--- src/dsabp_pkg.sv ---
// ----------------------------------------------------------------------------
// DVD sector audio bitrate probe package
// Types, sector offsets and bitrate tables shared by the probe files.
// ----------------------------------------------------------------------------
package dsabp_pkg;

    localparam int W_BYTE  = 8;
    localparam int W_POS   = 12;
    localparam int W_RATE  = 22;
    localparam int W_CLASS = 3;
    localparam int W_KBPS  = 12;

    localparam logic [W_POS-1:0] POS_MAX      = 12'd4095;
    localparam logic [W_POS-1:0] POS_PACK_ID  = 12'd17;
    localparam logic [W_POS-1:0] POS_HDR_LEN  = 12'd22;
    localparam logic [W_POS-1:0] OFS_SUB_ID   = 12'd23;
    localparam logic [W_POS-1:0] OFS_AC3_PTR  = 12'd26;
    localparam logic [W_POS-1:0] OFS_DTS_HI   = 12'd35;
    localparam logic [W_POS-1:0] OFS_DTS_LO   = 12'd36;
    localparam logic [W_POS-1:0] AC3_RATE_OFS = 12'd4;

    localparam logic [W_BYTE-1:0] PRIVATE_STREAM_1 = 8'hBD;
    localparam logic [W_BYTE-1:0] AC3_SYNC_HI      = 8'h0B;
    localparam logic [W_BYTE-1:0] AC3_SYNC_LO      = 8'h77;
    localparam logic [W_BYTE-1:0] MPA_SYNC_BYTE    = 8'hFF;
    localparam logic [3:0]        MPA_SYNC_NIBBLE  = 4'hF;

    localparam logic [W_RATE-1:0] LPCM_RATE_RESET = 22'd2000000;
    localparam logic [W_RATE-1:0] DTS_KBIT_SCALE  = 22'd1000;

    typedef enum logic [W_CLASS-1:0] {
        CLS_UNKNOWN    = 3'd0,
        CLS_MPEG_VIDEO = 3'd1,
        CLS_MPEG_AUDIO = 3'd2,
        CLS_AC3        = 3'd3,
        CLS_DTS        = 3'd4,
        CLS_LPCM       = 3'd5,
        CLS_SUBPICTURE = 3'd6
    } t_stream_class;

    typedef enum logic [1:0] {
        MPA_SEARCH = 2'd0,
        MPA_RATE   = 2'd1,
        MPA_FOUND  = 2'd2
    } t_mpa_stage;

    localparam logic [W_KBPS-1:0] AC3_KBPS [32] = '{
        12'd32, 12'd40, 12'd48, 12'd56, 12'd64, 12'd80, 12'd96, 12'd112,
        12'd128, 12'd160, 12'd192, 12'd224, 12'd256, 12'd320, 12'd384, 12'd448,
        12'd512, 12'd576, 12'd640, 12'd0, 12'd0, 12'd0, 12'd0, 12'd0,
        12'd0, 12'd0, 12'd0, 12'd0, 12'd0, 12'd0, 12'd0, 12'd0
    };

    localparam logic [W_KBPS-1:0] DTS_KBPS [32] = '{
        12'd32, 12'd56, 12'd64, 12'd96, 12'd112, 12'd128, 12'd192, 12'd224,
        12'd256, 12'd320, 12'd384, 12'd448, 12'd512, 12'd576, 12'd640, 12'd768,
        12'd960, 12'd1024, 12'd1152, 12'd1280, 12'd1344, 12'd1408, 12'd1411,
        12'd1472, 12'd1536, 12'd1920, 12'd2048, 12'd3072, 12'd3840,
        12'd0, 12'd0, 12'd0
    };

    localparam logic [W_KBPS-1:0] MPA_L1_KBPS [16] = '{
        12'd0, 12'd32, 12'd64, 12'd96, 12'd128, 12'd160, 12'd192, 12'd224,
        12'd256, 12'd288, 12'd320, 12'd352, 12'd384, 12'd416, 12'd448, 12'd0
    };

    localparam logic [W_KBPS-1:0] MPA_L2_KBPS [16] = '{
        12'd0, 12'd32, 12'd48, 12'd56, 12'd64, 12'd80, 12'd96, 12'd112,
        12'd128, 12'd160, 12'd192, 12'd224, 12'd256, 12'd320, 12'd384, 12'd0
    };

    localparam logic [W_KBPS-1:0] MPA_L3_V0_KBPS [16] = '{
        12'd0, 12'd8, 12'd16, 12'd24, 12'd32, 12'd64, 12'd80, 12'd56,
        12'd64, 12'd128, 12'd160, 12'd112, 12'd128, 12'd256, 12'd320, 12'd0
    };

    localparam logic [W_KBPS-1:0] MPA_L3_V1_KBPS [16] = '{
        12'd0, 12'd32, 12'd40, 12'd48, 12'd56, 12'd64, 12'd80, 12'd96,
        12'd112, 12'd128, 12'd160, 12'd192, 12'd224, 12'd256, 12'd320, 12'd0
    };

    function automatic logic [W_KBPS-1:0] mpa_kbps(
        input logic       version,
        input logic [1:0] layer,
        input logic [3:0] code
    );
        logic [W_KBPS-1:0] kbps;
        case (layer)
            2'd1:    kbps = MPA_L1_KBPS[code];
            2'd2:    kbps = MPA_L2_KBPS[code];
            2'd3:    kbps = version ? MPA_L3_V1_KBPS[code] : MPA_L3_V0_KBPS[code];
            default: kbps = '0;
        endcase
        return kbps;
    endfunction

    function automatic t_stream_class classify(
        input logic              is_private,
        input logic [W_BYTE-1:0] id
    );
        t_stream_class cls;
        if (!is_private) begin
            cls = CLS_UNKNOWN;
        end else begin
            case (id) inside
                [8'hE0:8'hEF]: cls = CLS_MPEG_VIDEO;
                [8'hC0:8'hCF]: cls = CLS_MPEG_AUDIO;
                [8'h80:8'h87]: cls = CLS_AC3;
                [8'h88:8'h8F]: cls = CLS_DTS;
                [8'hA0:8'hAF]: cls = CLS_LPCM;
                [8'h20:8'h3F]: cls = CLS_SUBPICTURE;
                default:       cls = CLS_UNKNOWN;
            endcase
        end
        return cls;
    endfunction

endpackage

--- src/dsabp_in_if.sv ---
// ----------------------------------------------------------------------------
// Sector byte channel
// Valid/ready channel carrying one sector byte and its last-byte mark.
// ----------------------------------------------------------------------------
interface dsabp_in_if;
    logic                          valid;
    logic                          ready;
    logic [dsabp_pkg::W_BYTE-1:0]  data_byte;
    logic                          last_byte;

    modport source (output valid, output data_byte, output last_byte, input ready);
    modport sink   (input valid, input data_byte, input last_byte, output ready);
endinterface

--- src/dsabp_out_if.sv ---
// ----------------------------------------------------------------------------
// Sector result channel
// Valid/ready channel carrying one classification and bitrate per sector.
// ----------------------------------------------------------------------------
interface dsabp_out_if;
    logic                          valid;
    logic                          ready;
    logic [dsabp_pkg::W_CLASS-1:0] stream_class;
    logic [dsabp_pkg::W_BYTE-1:0]  stream_id;
    logic [dsabp_pkg::W_RATE-1:0]  bitrate;
    logic                          bitrate_found;

    modport source (output valid, output stream_class, output stream_id,
                    output bitrate, output bitrate_found, input ready);
    modport sink   (input valid, input stream_class, input stream_id,
                    input bitrate, input bitrate_found, output ready);
endinterface

--- src/dvd_sector_audio_bitrate_probe.sv ---
// ----------------------------------------------------------------------------
// DVD sector audio bitrate probe
// Classifies a program-stream sector by private stream sub-id and extracts
// the audio bitrate from the stream headers.
// ----------------------------------------------------------------------------
// Usage:
//   i_in carries sector bytes in order from offset zero, one word per byte;
//   last_byte marks the final byte of a sector. o_out carries one word per
//   sector: class, sub-id, bitrate (kbit/s x 1024, DTS x 1000) and a found flag.
//   i_cfg_we/i_cfg_wdata load the bitrate reported for LPCM sectors; write
//   only while no sector is in flight.
// Throughput: one byte per cycle, sustained unless a final byte meets a result
//   stall; set by the single input register feeding the per-byte parse logic.
// Path: the final byte goes from the input register into the result
//   register, which drives o_out; the load waits while the result
//   register still holds an untaken word.
// Reset: clears the parse state and both valid flags; the LPCM rate returns
//   to 2000000.
// Stall: a result word holds on o_out until taken. Non-final bytes keep
//   flowing under a stall; a final byte waits in the input register until
//   the result register frees up, and i_in.ready drops meanwhile.
// ----------------------------------------------------------------------------
module dvd_sector_audio_bitrate_probe #(
    parameter int SECTOR_BYTES = 2048
) (
    input  logic                          i_clk,
    input  logic                          i_rst_n,
    dsabp_in_if.sink                      i_in,
    dsabp_out_if.source                   o_out,
    input  logic                          i_cfg_we,
    input  logic [dsabp_pkg::W_RATE-1:0]  i_cfg_wdata
);

    localparam int W_POS  = dsabp_pkg::W_POS;
    localparam int W_BYTE = dsabp_pkg::W_BYTE;
    localparam int W_RATE = dsabp_pkg::W_RATE;
    localparam logic [W_POS-1:0] LAST_SYNC_POS = W_POS'(SECTOR_BYTES - 3);

    // input register
    logic                 r_in_valid;
    logic [W_BYTE-1:0]    r_byte;
    logic                 r_last;

    // sector parse state
    logic [W_POS-1:0]     r_pos,       n_pos;
    logic                 r_private,   n_private;
    logic [W_BYTE-1:0]    r_hdr_len,   n_hdr_len;
    logic [W_BYTE-1:0]    r_sub_id,    n_sub_id;
    logic [W_BYTE-1:0]    r_ac3_ptr,   n_ac3_ptr;
    logic [1:0]           r_ac3_sync,  n_ac3_sync;
    logic [5:0]           r_ac3_code,  n_ac3_code;
    logic [4:0]           r_dts_code,  n_dts_code;
    logic                 r_prev_ff,   n_prev_ff;
    dsabp_pkg::t_mpa_stage r_mpa_stage, n_mpa_stage;
    logic [2:0]           r_mpa_vl,    n_mpa_vl;
    logic [3:0]           r_mpa_code,  n_mpa_code;

    logic [W_RATE-1:0]    r_lpcm_rate;

    // result register
    logic                          r_out_valid;
    dsabp_pkg::t_stream_class      r_class;
    logic [W_BYTE-1:0]             r_id;
    logic [W_RATE-1:0]             r_rate;
    logic                          r_found;

    dsabp_pkg::t_stream_class      n_class;
    logic [W_RATE-1:0]             n_rate;
    logic                          n_found;

    logic                 out_free;
    logic                 proc_fire;
    logic [W_POS-1:0]     hdr_len_ext;
    logic [W_POS-1:0]     ac3_sync_pos;

    assign out_free   = !r_out_valid || o_out.ready;
    assign proc_fire  = r_in_valid && (!r_last || out_free);
    assign i_in.ready = !r_in_valid || proc_fire;

    always_comb begin
        n_pos       = (r_pos == dsabp_pkg::POS_MAX) ? r_pos : r_pos + 1'b1;
        n_private   = r_private;
        n_hdr_len   = r_hdr_len;
        n_sub_id    = r_sub_id;
        n_ac3_ptr   = r_ac3_ptr;
        n_ac3_sync  = r_ac3_sync;
        n_ac3_code  = r_ac3_code;
        n_dts_code  = r_dts_code;
        n_mpa_stage = r_mpa_stage;
        n_mpa_vl    = r_mpa_vl;
        n_mpa_code  = r_mpa_code;

        if (r_pos == dsabp_pkg::POS_PACK_ID) begin
            n_private = (r_byte == dsabp_pkg::PRIVATE_STREAM_1);
        end
        if (r_pos == dsabp_pkg::POS_HDR_LEN) begin
            n_hdr_len = r_byte;
        end
        hdr_len_ext = W_POS'(n_hdr_len);

        if (r_pos == hdr_len_ext + dsabp_pkg::OFS_SUB_ID) begin
            n_sub_id = r_byte;
        end
        if (r_pos == hdr_len_ext + dsabp_pkg::OFS_AC3_PTR) begin
            n_ac3_ptr = r_byte;
        end
        ac3_sync_pos = hdr_len_ext + W_POS'(n_ac3_ptr) + dsabp_pkg::OFS_AC3_PTR;

        if (r_pos >= hdr_len_ext + dsabp_pkg::OFS_AC3_PTR) begin
            if (r_pos == ac3_sync_pos && r_byte == dsabp_pkg::AC3_SYNC_HI) begin
                n_ac3_sync[0] = 1'b1;
            end
            if (r_pos == ac3_sync_pos + 1'b1 && r_ac3_sync[0]
                    && r_byte == dsabp_pkg::AC3_SYNC_LO) begin
                n_ac3_sync[1] = 1'b1;
            end
            if (r_pos == ac3_sync_pos + dsabp_pkg::AC3_RATE_OFS && (&r_ac3_sync)) begin
                n_ac3_code = r_byte[5:0];
            end
        end

        if (r_pos == hdr_len_ext + dsabp_pkg::OFS_DTS_HI) begin
            n_dts_code = {r_byte[1:0], 3'b000};
        end
        if (r_pos == hdr_len_ext + dsabp_pkg::OFS_DTS_LO) begin
            n_dts_code = {r_dts_code[4:3], r_byte[7:5]};
        end

        case (r_mpa_stage)
            dsabp_pkg::MPA_SEARCH: begin
                if (r_prev_ff && r_byte[7:4] == dsabp_pkg::MPA_SYNC_NIBBLE) begin
                    n_mpa_vl    = r_byte[3:1];
                    n_mpa_stage = dsabp_pkg::MPA_RATE;
                end
            end
            dsabp_pkg::MPA_RATE: begin
                n_mpa_code  = r_byte[7:4];
                n_mpa_stage = dsabp_pkg::MPA_FOUND;
            end
            default: begin
                n_mpa_stage = r_mpa_stage;
            end
        endcase
        n_prev_ff = (r_byte == dsabp_pkg::MPA_SYNC_BYTE)
                 && (r_pos >= dsabp_pkg::POS_PACK_ID) && (r_pos <= LAST_SYNC_POS);

        n_class = dsabp_pkg::classify(n_private, n_sub_id);
        case (n_class)
            dsabp_pkg::CLS_MPEG_AUDIO: begin
                n_rate = (n_mpa_stage == dsabp_pkg::MPA_FOUND)
                       ? {dsabp_pkg::mpa_kbps(n_mpa_vl[2], n_mpa_vl[1:0], n_mpa_code),
                          10'b0}
                       : '0;
            end
            dsabp_pkg::CLS_AC3: begin
                n_rate = (&n_ac3_sync)
                       ? {dsabp_pkg::AC3_KBPS[n_ac3_code[5:1]], 10'b0}
                       : '0;
            end
            dsabp_pkg::CLS_DTS: begin
                n_rate = W_RATE'(dsabp_pkg::DTS_KBPS[n_dts_code])
                       * dsabp_pkg::DTS_KBIT_SCALE;
            end
            dsabp_pkg::CLS_LPCM: begin
                n_rate = r_lpcm_rate;
            end
            default: begin
                n_rate = '0;
            end
        endcase
        n_found = (n_rate != '0)
               && (n_class == dsabp_pkg::CLS_MPEG_AUDIO || n_class == dsabp_pkg::CLS_AC3
                   || n_class == dsabp_pkg::CLS_DTS || n_class == dsabp_pkg::CLS_LPCM);
    end

    always_ff @(posedge i_clk) begin
        if (!i_rst_n) begin
            r_in_valid <= 1'b0;
        end else if (i_in.ready) begin
            r_in_valid <= i_in.valid;
        end
    end

    always_ff @(posedge i_clk) begin
        if (i_in.valid && i_in.ready) begin
            r_byte <= i_in.data_byte;
            r_last <= i_in.last_byte;
        end
    end

    always_ff @(posedge i_clk) begin
        if (!i_rst_n) begin
            r_lpcm_rate <= dsabp_pkg::LPCM_RATE_RESET;
        end else if (i_cfg_we) begin
            r_lpcm_rate <= i_cfg_wdata;
        end
    end

    always_ff @(posedge i_clk) begin
        if (!i_rst_n || (proc_fire && r_last)) begin
            r_pos       <= '0;
            r_private   <= 1'b0;
            r_hdr_len   <= '0;
            r_sub_id    <= '0;
            r_ac3_ptr   <= '0;
            r_ac3_sync  <= '0;
            r_ac3_code  <= '0;
            r_dts_code  <= '0;
            r_prev_ff   <= 1'b0;
            r_mpa_stage <= dsabp_pkg::MPA_SEARCH;
            r_mpa_vl    <= '0;
            r_mpa_code  <= '0;
        end else if (proc_fire) begin
            r_pos       <= n_pos;
            r_private   <= n_private;
            r_hdr_len   <= n_hdr_len;
            r_sub_id    <= n_sub_id;
            r_ac3_ptr   <= n_ac3_ptr;
            r_ac3_sync  <= n_ac3_sync;
            r_ac3_code  <= n_ac3_code;
            r_dts_code  <= n_dts_code;
            r_prev_ff   <= n_prev_ff;
            r_mpa_stage <= n_mpa_stage;
            r_mpa_vl    <= n_mpa_vl;
            r_mpa_code  <= n_mpa_code;
        end
    end

    always_ff @(posedge i_clk) begin
        if (!i_rst_n) begin
            r_out_valid <= 1'b0;
        end else if (proc_fire && r_last) begin
            r_out_valid <= 1'b1;
        end else if (o_out.ready) begin
            r_out_valid <= 1'b0;
        end
    end

    always_ff @(posedge i_clk) begin
        if (proc_fire && r_last) begin
            r_class <= n_class;
            r_id    <= n_sub_id;
            r_rate  <= n_rate;
            r_found <= n_found;
        end
    end

    assign o_out.valid         = r_out_valid;
    assign o_out.stream_class  = r_class;
    assign o_out.stream_id     = r_id;
    assign o_out.bitrate       = r_rate;
    assign o_out.bitrate_found = r_found;

endmodule

--- src/flat_wrapper.sv ---
// flat-port wrapper written by rule: the top's interface ports become plain ports
module dvd_sector_audio_bitrate_probe_flat 
#(
    parameter int SECTOR_BYTES = 2048
)
  (i_clk, i_rst_n, i_cfg_we, i_cfg_wdata, i_in_valid, i_in_data_byte, i_in_last_byte, i_in_ready, o_out_valid, o_out_stream_class, o_out_stream_id, o_out_bitrate, o_out_bitrate_found, o_out_ready);
  dsabp_in_if i_in_i ();
  dsabp_out_if o_out_i ();
  input  logic i_clk;
  input  logic i_rst_n;
  input  logic i_cfg_we;
  input  logic [dsabp_pkg::W_RATE-1:0] i_cfg_wdata;
  input wire logic [$bits(i_in_i.valid)-1:0] i_in_valid;
  input wire logic [$bits(i_in_i.data_byte)-1:0] i_in_data_byte;
  input wire logic [$bits(i_in_i.last_byte)-1:0] i_in_last_byte;
  output wire logic [$bits(i_in_i.ready)-1:0] i_in_ready;
  output wire logic [$bits(o_out_i.valid)-1:0] o_out_valid;
  output wire logic [$bits(o_out_i.stream_class)-1:0] o_out_stream_class;
  output wire logic [$bits(o_out_i.stream_id)-1:0] o_out_stream_id;
  output wire logic [$bits(o_out_i.bitrate)-1:0] o_out_bitrate;
  output wire logic [$bits(o_out_i.bitrate_found)-1:0] o_out_bitrate_found;
  input wire logic [$bits(o_out_i.ready)-1:0] o_out_ready;
  assign i_in_i.valid = i_in_valid;
  assign i_in_i.data_byte = i_in_data_byte;
  assign i_in_i.last_byte = i_in_last_byte;
  assign i_in_ready = i_in_i.ready;
  assign o_out_valid = o_out_i.valid;
  assign o_out_stream_class = o_out_i.stream_class;
  assign o_out_stream_id = o_out_i.stream_id;
  assign o_out_bitrate = o_out_i.bitrate;
  assign o_out_bitrate_found = o_out_i.bitrate_found;
  assign o_out_i.ready = o_out_ready;
  dvd_sector_audio_bitrate_probe #(.SECTOR_BYTES(SECTOR_BYTES)) u_core (.i_clk(i_clk), .i_rst_n(i_rst_n), .i_in(i_in_i), .o_out(o_out_i), .i_cfg_we(i_cfg_we), .i_cfg_wdata(i_cfg_wdata));
endmodule
--- config.mk ---
export PLATFORM = sky130hd
export DESIGN_NAME = dvd_sector_audio_bitrate_probe_flat
export DESIGN_NICKNAME = d
export VERILOG_FILES = /design/src/dsabp_pkg.sv /design/src/dsabp_in_if.sv /design/src/dsabp_out_if.sv /design/src/dvd_sector_audio_bitrate_probe.sv /design/src/flat_wrapper.sv
export SDC_FILE = /design/constraint.sdc
export NUM_CORES = 1
export LEC_CHECK = 0
export BUFFER_PORTS_ARGS = -buffer_cell sky130_fd_sc_hd__buf_2
export CORE_ASPECT_RATIO = 1.1
export CORE_MARGIN = 4
export CORE_UTILIZATION = 57
export CTS_CLUSTER_DIAMETER = 200
export DETAILED_ROUTE_END_ITERATION = 10
export HOLD_SLACK_MARGIN = 0.15
export PLACE_DENSITY_LB_ADDON = 0.2
export SYNTH_ARGS = -nofsm -noshare
export SYNTH_HDL_FRONTEND = slang
export SYNTH_SLANG_ARGS = --single-unit
--- constraint.sdc ---
create_clock -name i_clk -period 10.1 [get_ports i_clk]
set_input_delay 1.515 -clock i_clk [delete_from_list [all_inputs] [get_ports i_clk]]
set_output_delay 1.515 -clock i_clk [all_outputs]
set_load 0.03 [all_outputs]
==> flow_metrics.env <==
export IMPL_path_max_fanout=12
export IMPL_synth_ff_latch_count=126
export IMPL_async_reset_ff_frac=0
export IMPL_synth_seq_area_share=0.272
export IMPL_worstMarginPinSlew_ps=982
export IMPL_cts_tree="yes"
export IMPL_period_share=0.963
export IMPL_drtAntennaViolNets=0
export IMPL_first_iter_violations=797
export IMPL_first_global_vias=9777
export IMPL_fin_crit_ps=9730
export IMPL_clk_latency_ps=430
export IMPL_drv_cap=0
export IMPL_synth_top_cell_by_area="dfxtp_1"
export IMPL_worstPathArrival_ps=9900
export IMPL_synth_edff_count=43
export IMPL_drive_above_1_share=0.172
export IMPL_antenna_found_initial=0
export IMPL_dr_pass1_iters=5
export IMPL_routedWlPerCell_um=19.7
export IMPL_ys_dominant_reg_cell="dfxtp_1"
export IMPL_synthDistinctLibCells=95
export IMPL_pwr_share_comb=0.271
export IMPL_die_h_um=153
export IMPL_finalClockSkew_ps=10.8
export IMPL_power_share_switching=0.353
export IMPL_slew_violations=0
export IMPL_grt_pass1_wl_um=50700
export IMPL_peakVddDrop_v=0.000124
export IMPL_cellLeakagePower_nw=5.20
export IMPL_startpoint_type="flop"
export IMPL_place_ws_ps=-124
export IMPL_finalSetupViolations=0
export IMPL_cts_sinks=126
export IMPL_ys_top_cells_by_area="dfxtp_1 15%, edfxtp_1 12%, ha_1 9.2%"
export IMPL_cts_buffers_inserted=17
export IMPL_fin_nets=1479
export IMPL_drt_vias_per_instance=6.15
export IMPL_syn_inst=1261
export IMPL_pwr_share_seq=0.343
export IMPL_synth_warnings=0
export IMPL_cts_root_buf="clkbuf_16"
export IMPL_die_w_um=140
export IMPL_slowest_delay_ps=650
export IMPL_postLayoutCoreUtil=0.663
export IMPL_place_hpwl_um=22900
export IMPL_diodes=0
export IMPL_gp_congestion=0.952
export IMPL_synth_top_cell_area_share=0.153
export IMPL_p_clk_frac=0.386
export IMPL_gr_total_overflow=0
export IMPL_crit_type="flop to flop"
export IMPL_grt_max_degree=61
export IMPL_dieArea_um2=21300
export IMPL_power_internal_mw=1.05
export IMPL_totalWireLength_um=31200
export IMPL_outcome="finished clean"
export IMPL_syn_area_um2=10800
export IMPL_core_area_um2=18500
export IMPL_slew_headroom=0.327
export IMPL_layout_setup_ws_ps=373
export IMPL_route_vias_total=9778
export IMPL_cts_max_level=4
export IMPL_worstSetupEndpointType="flop"
export IMPL_path_buf_inv=4
export IMPL_ios=72
export IMPL_area_growth_pct=13.4
export IMPL_power_switching_uw=575
export IMPL_finalPower_mw=1.63
export IMPL_cp_top_family="simple AND/OR/NAND/NOR gates"
export IMPL_track_usage=0.292
export IMPL_placementRows=52
export IMPL_cp_required_ps=10270
export IMPL_io_buffers=71
export IMPL_syn_area_per_cell_um2=8.60
export IMPL_fmax_mhz=103
export IMPL_finalHoldViolCount=0
export IMPL_worstHoldPathType="flop to flop"
export IMPL_path_common_cell="inv_1"
export IMPL_initial_core_util=0.585
export IMPL_drc=0
export IMPL_powerDensity_nw_per_um2=132
export IMPL_fillerInstances=1540
export IMPL_clk_path_buf_depth=2
export IMPL_path_clk_slew_ps=70
export IMPL_slowest_stage="or4b_4"
## layout by cell type (no fill, tap or decap), drive strengths merged, types with 11 or more instances in the layout
cell type and n:
nand4 19, clkbuf 17, edfxtp 43, nor4 16, mux2 21, dfxtp 83, nand2b 11, ha 80
nor2 113, or3 15, inv 94, and2 15, nand2 101, buf 124, mux2i 59, fa 30
xor2 23, a21oi 57, nand3 35, nor3 37, o21ai 57, a211oi 27, o31ai 16, xnor2 44
nor2b 24, and3 11
## synthesized netlist by cell type, types with 10 or more instances
cell	count
a211oi_1	27
a21o_1	10
a21oi_1	57
and2_1	15
and3_1	11
clkbuf_1	53
dfxtp_1	83
edfxtp_1	43
fa_1	30
ha_1	80
inv_1	82
mux2_2	19
mux2i_1	57
nand2_1	101
nand2b_1	11
nand3_1	35
nand4_1	18
nor2_1	113
nor2b_1	24
nor3_1	35
nor4_1	14
o211ai_1	10
o21ai_0	56
o22ai_1	10
o31ai_1	14
or3_1	15
xnor2_1	43
xor2_1	22
## worst paths after layout
path	from	slack, ps	end	cells after the start
worst max-delay path	u_core.r_pos[10]	370	u_core.o_out.bitrate_found	34
worst min-delay path	u_core.r_ac3_ptr[0]	460	u_core.r_ac3_ptr[0]	2
worst max register to register	u_core.r_pos[10]	370	u_core.o_out.bitrate_found	34
worst min register to register	u_core.r_ac3_ptr[0]	460	u_core.r_ac3_ptr[0]	2
## worst reg2reg max path, delay by kind of cell, from the launching register on
kind / cells / cell delay, ps
AO/OA/AOI/OAI: 11 / 2140
XOR/XNOR: 1 / 90
adder cells (fa/ha/maj): 6 / 2550
buffers and inverters: 4 / 250
flip-flops: 1 / 390
multiplexers: 2 / 480
AND/OR/NAND/NOR: 10 / 3590
## cells by family after synthesis
kind of cell               after synthesis  share of synthesized area
and+or+nand+nor                        435                      0.203
AOI/OAI and AO/OA                      283                      0.181
buffers and inverters                  157                     0.0596
DFF                                    126                      0.272
adders and majority gates              111                      0.149
muxes                                   80                     0.0773
xor gates and xnor gates                68                     0.0575
other                                    1                   0.000346
## per-layer routing
| metal | vias up | track usage | share of wire |
|---|---|---|---|
| met2 | 355 | 0.483 | 0.48 |
| met1 | 4652 | 0.368 | 0.41 |
| met5 | - | 0 | 0 |
| li1 | 4680 | - | - |
| met3 | 91 | 0.0508 | 0.064 |
| met4 | 0 | 0.147 | 0.046 |
## what timing repair did
item                                    in CTS  in global routing
pin swaps                                    0                  3
endpoints found under the hold margin        0                  0
endpoints found under the setup margin       1                  1
hold buffers                                 0                  0
setup buffers                                0                  7
gates resized for setup                      2                 23
## stage by stage
stage / cell area, um2 / cells / hold slack, ps / setup TNS (ps)
floorplan: 10900 / 1263 / 434 / 0
global placement: 11500 / 1550 / 439 / 0
detailed placement: 11500 / 1550 / 450 / -124
CTS: 12200 / 1582 / 461 / 0
global route: 12300 / 1589 / 473 / -47.1
finish: 12300 / 1589 / 459 / 0
## sequential cells by signal, indices dropped and copies added, names as in the netlist, 2 cells and up
| register | flops |
|---|---|
| u_core.r_lpcm_rate | 22 |
| u_core.r_ac3_ptr | 8 |
| u_core.o_out.stream_id | 8 |
| u_core.o_out.stream_class | 3 |
| u_core.r_mpa_code | 4 |
| u_core.r_mpa_vl | 3 |
| u_core.o_out.bitrate | 22 |
| u_core.r_dts_code | 5 |
| u_core.r_hdr_len | 8 |
| u_core.r_ac3_code | 5 |
| u_core.r_pos | 12 |
| u_core.r_byte | 8 |
| u_core.r_ac3_sync | 2 |
| u_core.r_sub_id | 8 |
| u_core.r_mpa_stage | 2 |
## layout make-up
class | instances | area (um2) | area share
inverters | 84 | 315 | 0.0256
flip-flops and latches | 126 | 2950 | 0.240
well taps | 243 | 304 | 0.0247
clock buffers | 17 | 425 | 0.0346
repair buffers | 124 | 753 | 0.0612
clock inverters | 15 | 181 | 0.0148
multi-input cells | 980 | 7370 | 0.599
## power groups by stage
stage | registers [mW] | clock network (mW) | logic [mW]
floorplan | 0.568 | 0 | 0.310
global placement | 0.568 | 0 | 0.418
detailed placement | 0.568 | 0 | 0.428
CTS | 0.557 | 0.633 | 0.433
global route | 0.559 | 0.658 | 0.495
finish | 0.558 | 0.628 | 0.442
(Power assumes the default switching activity.)
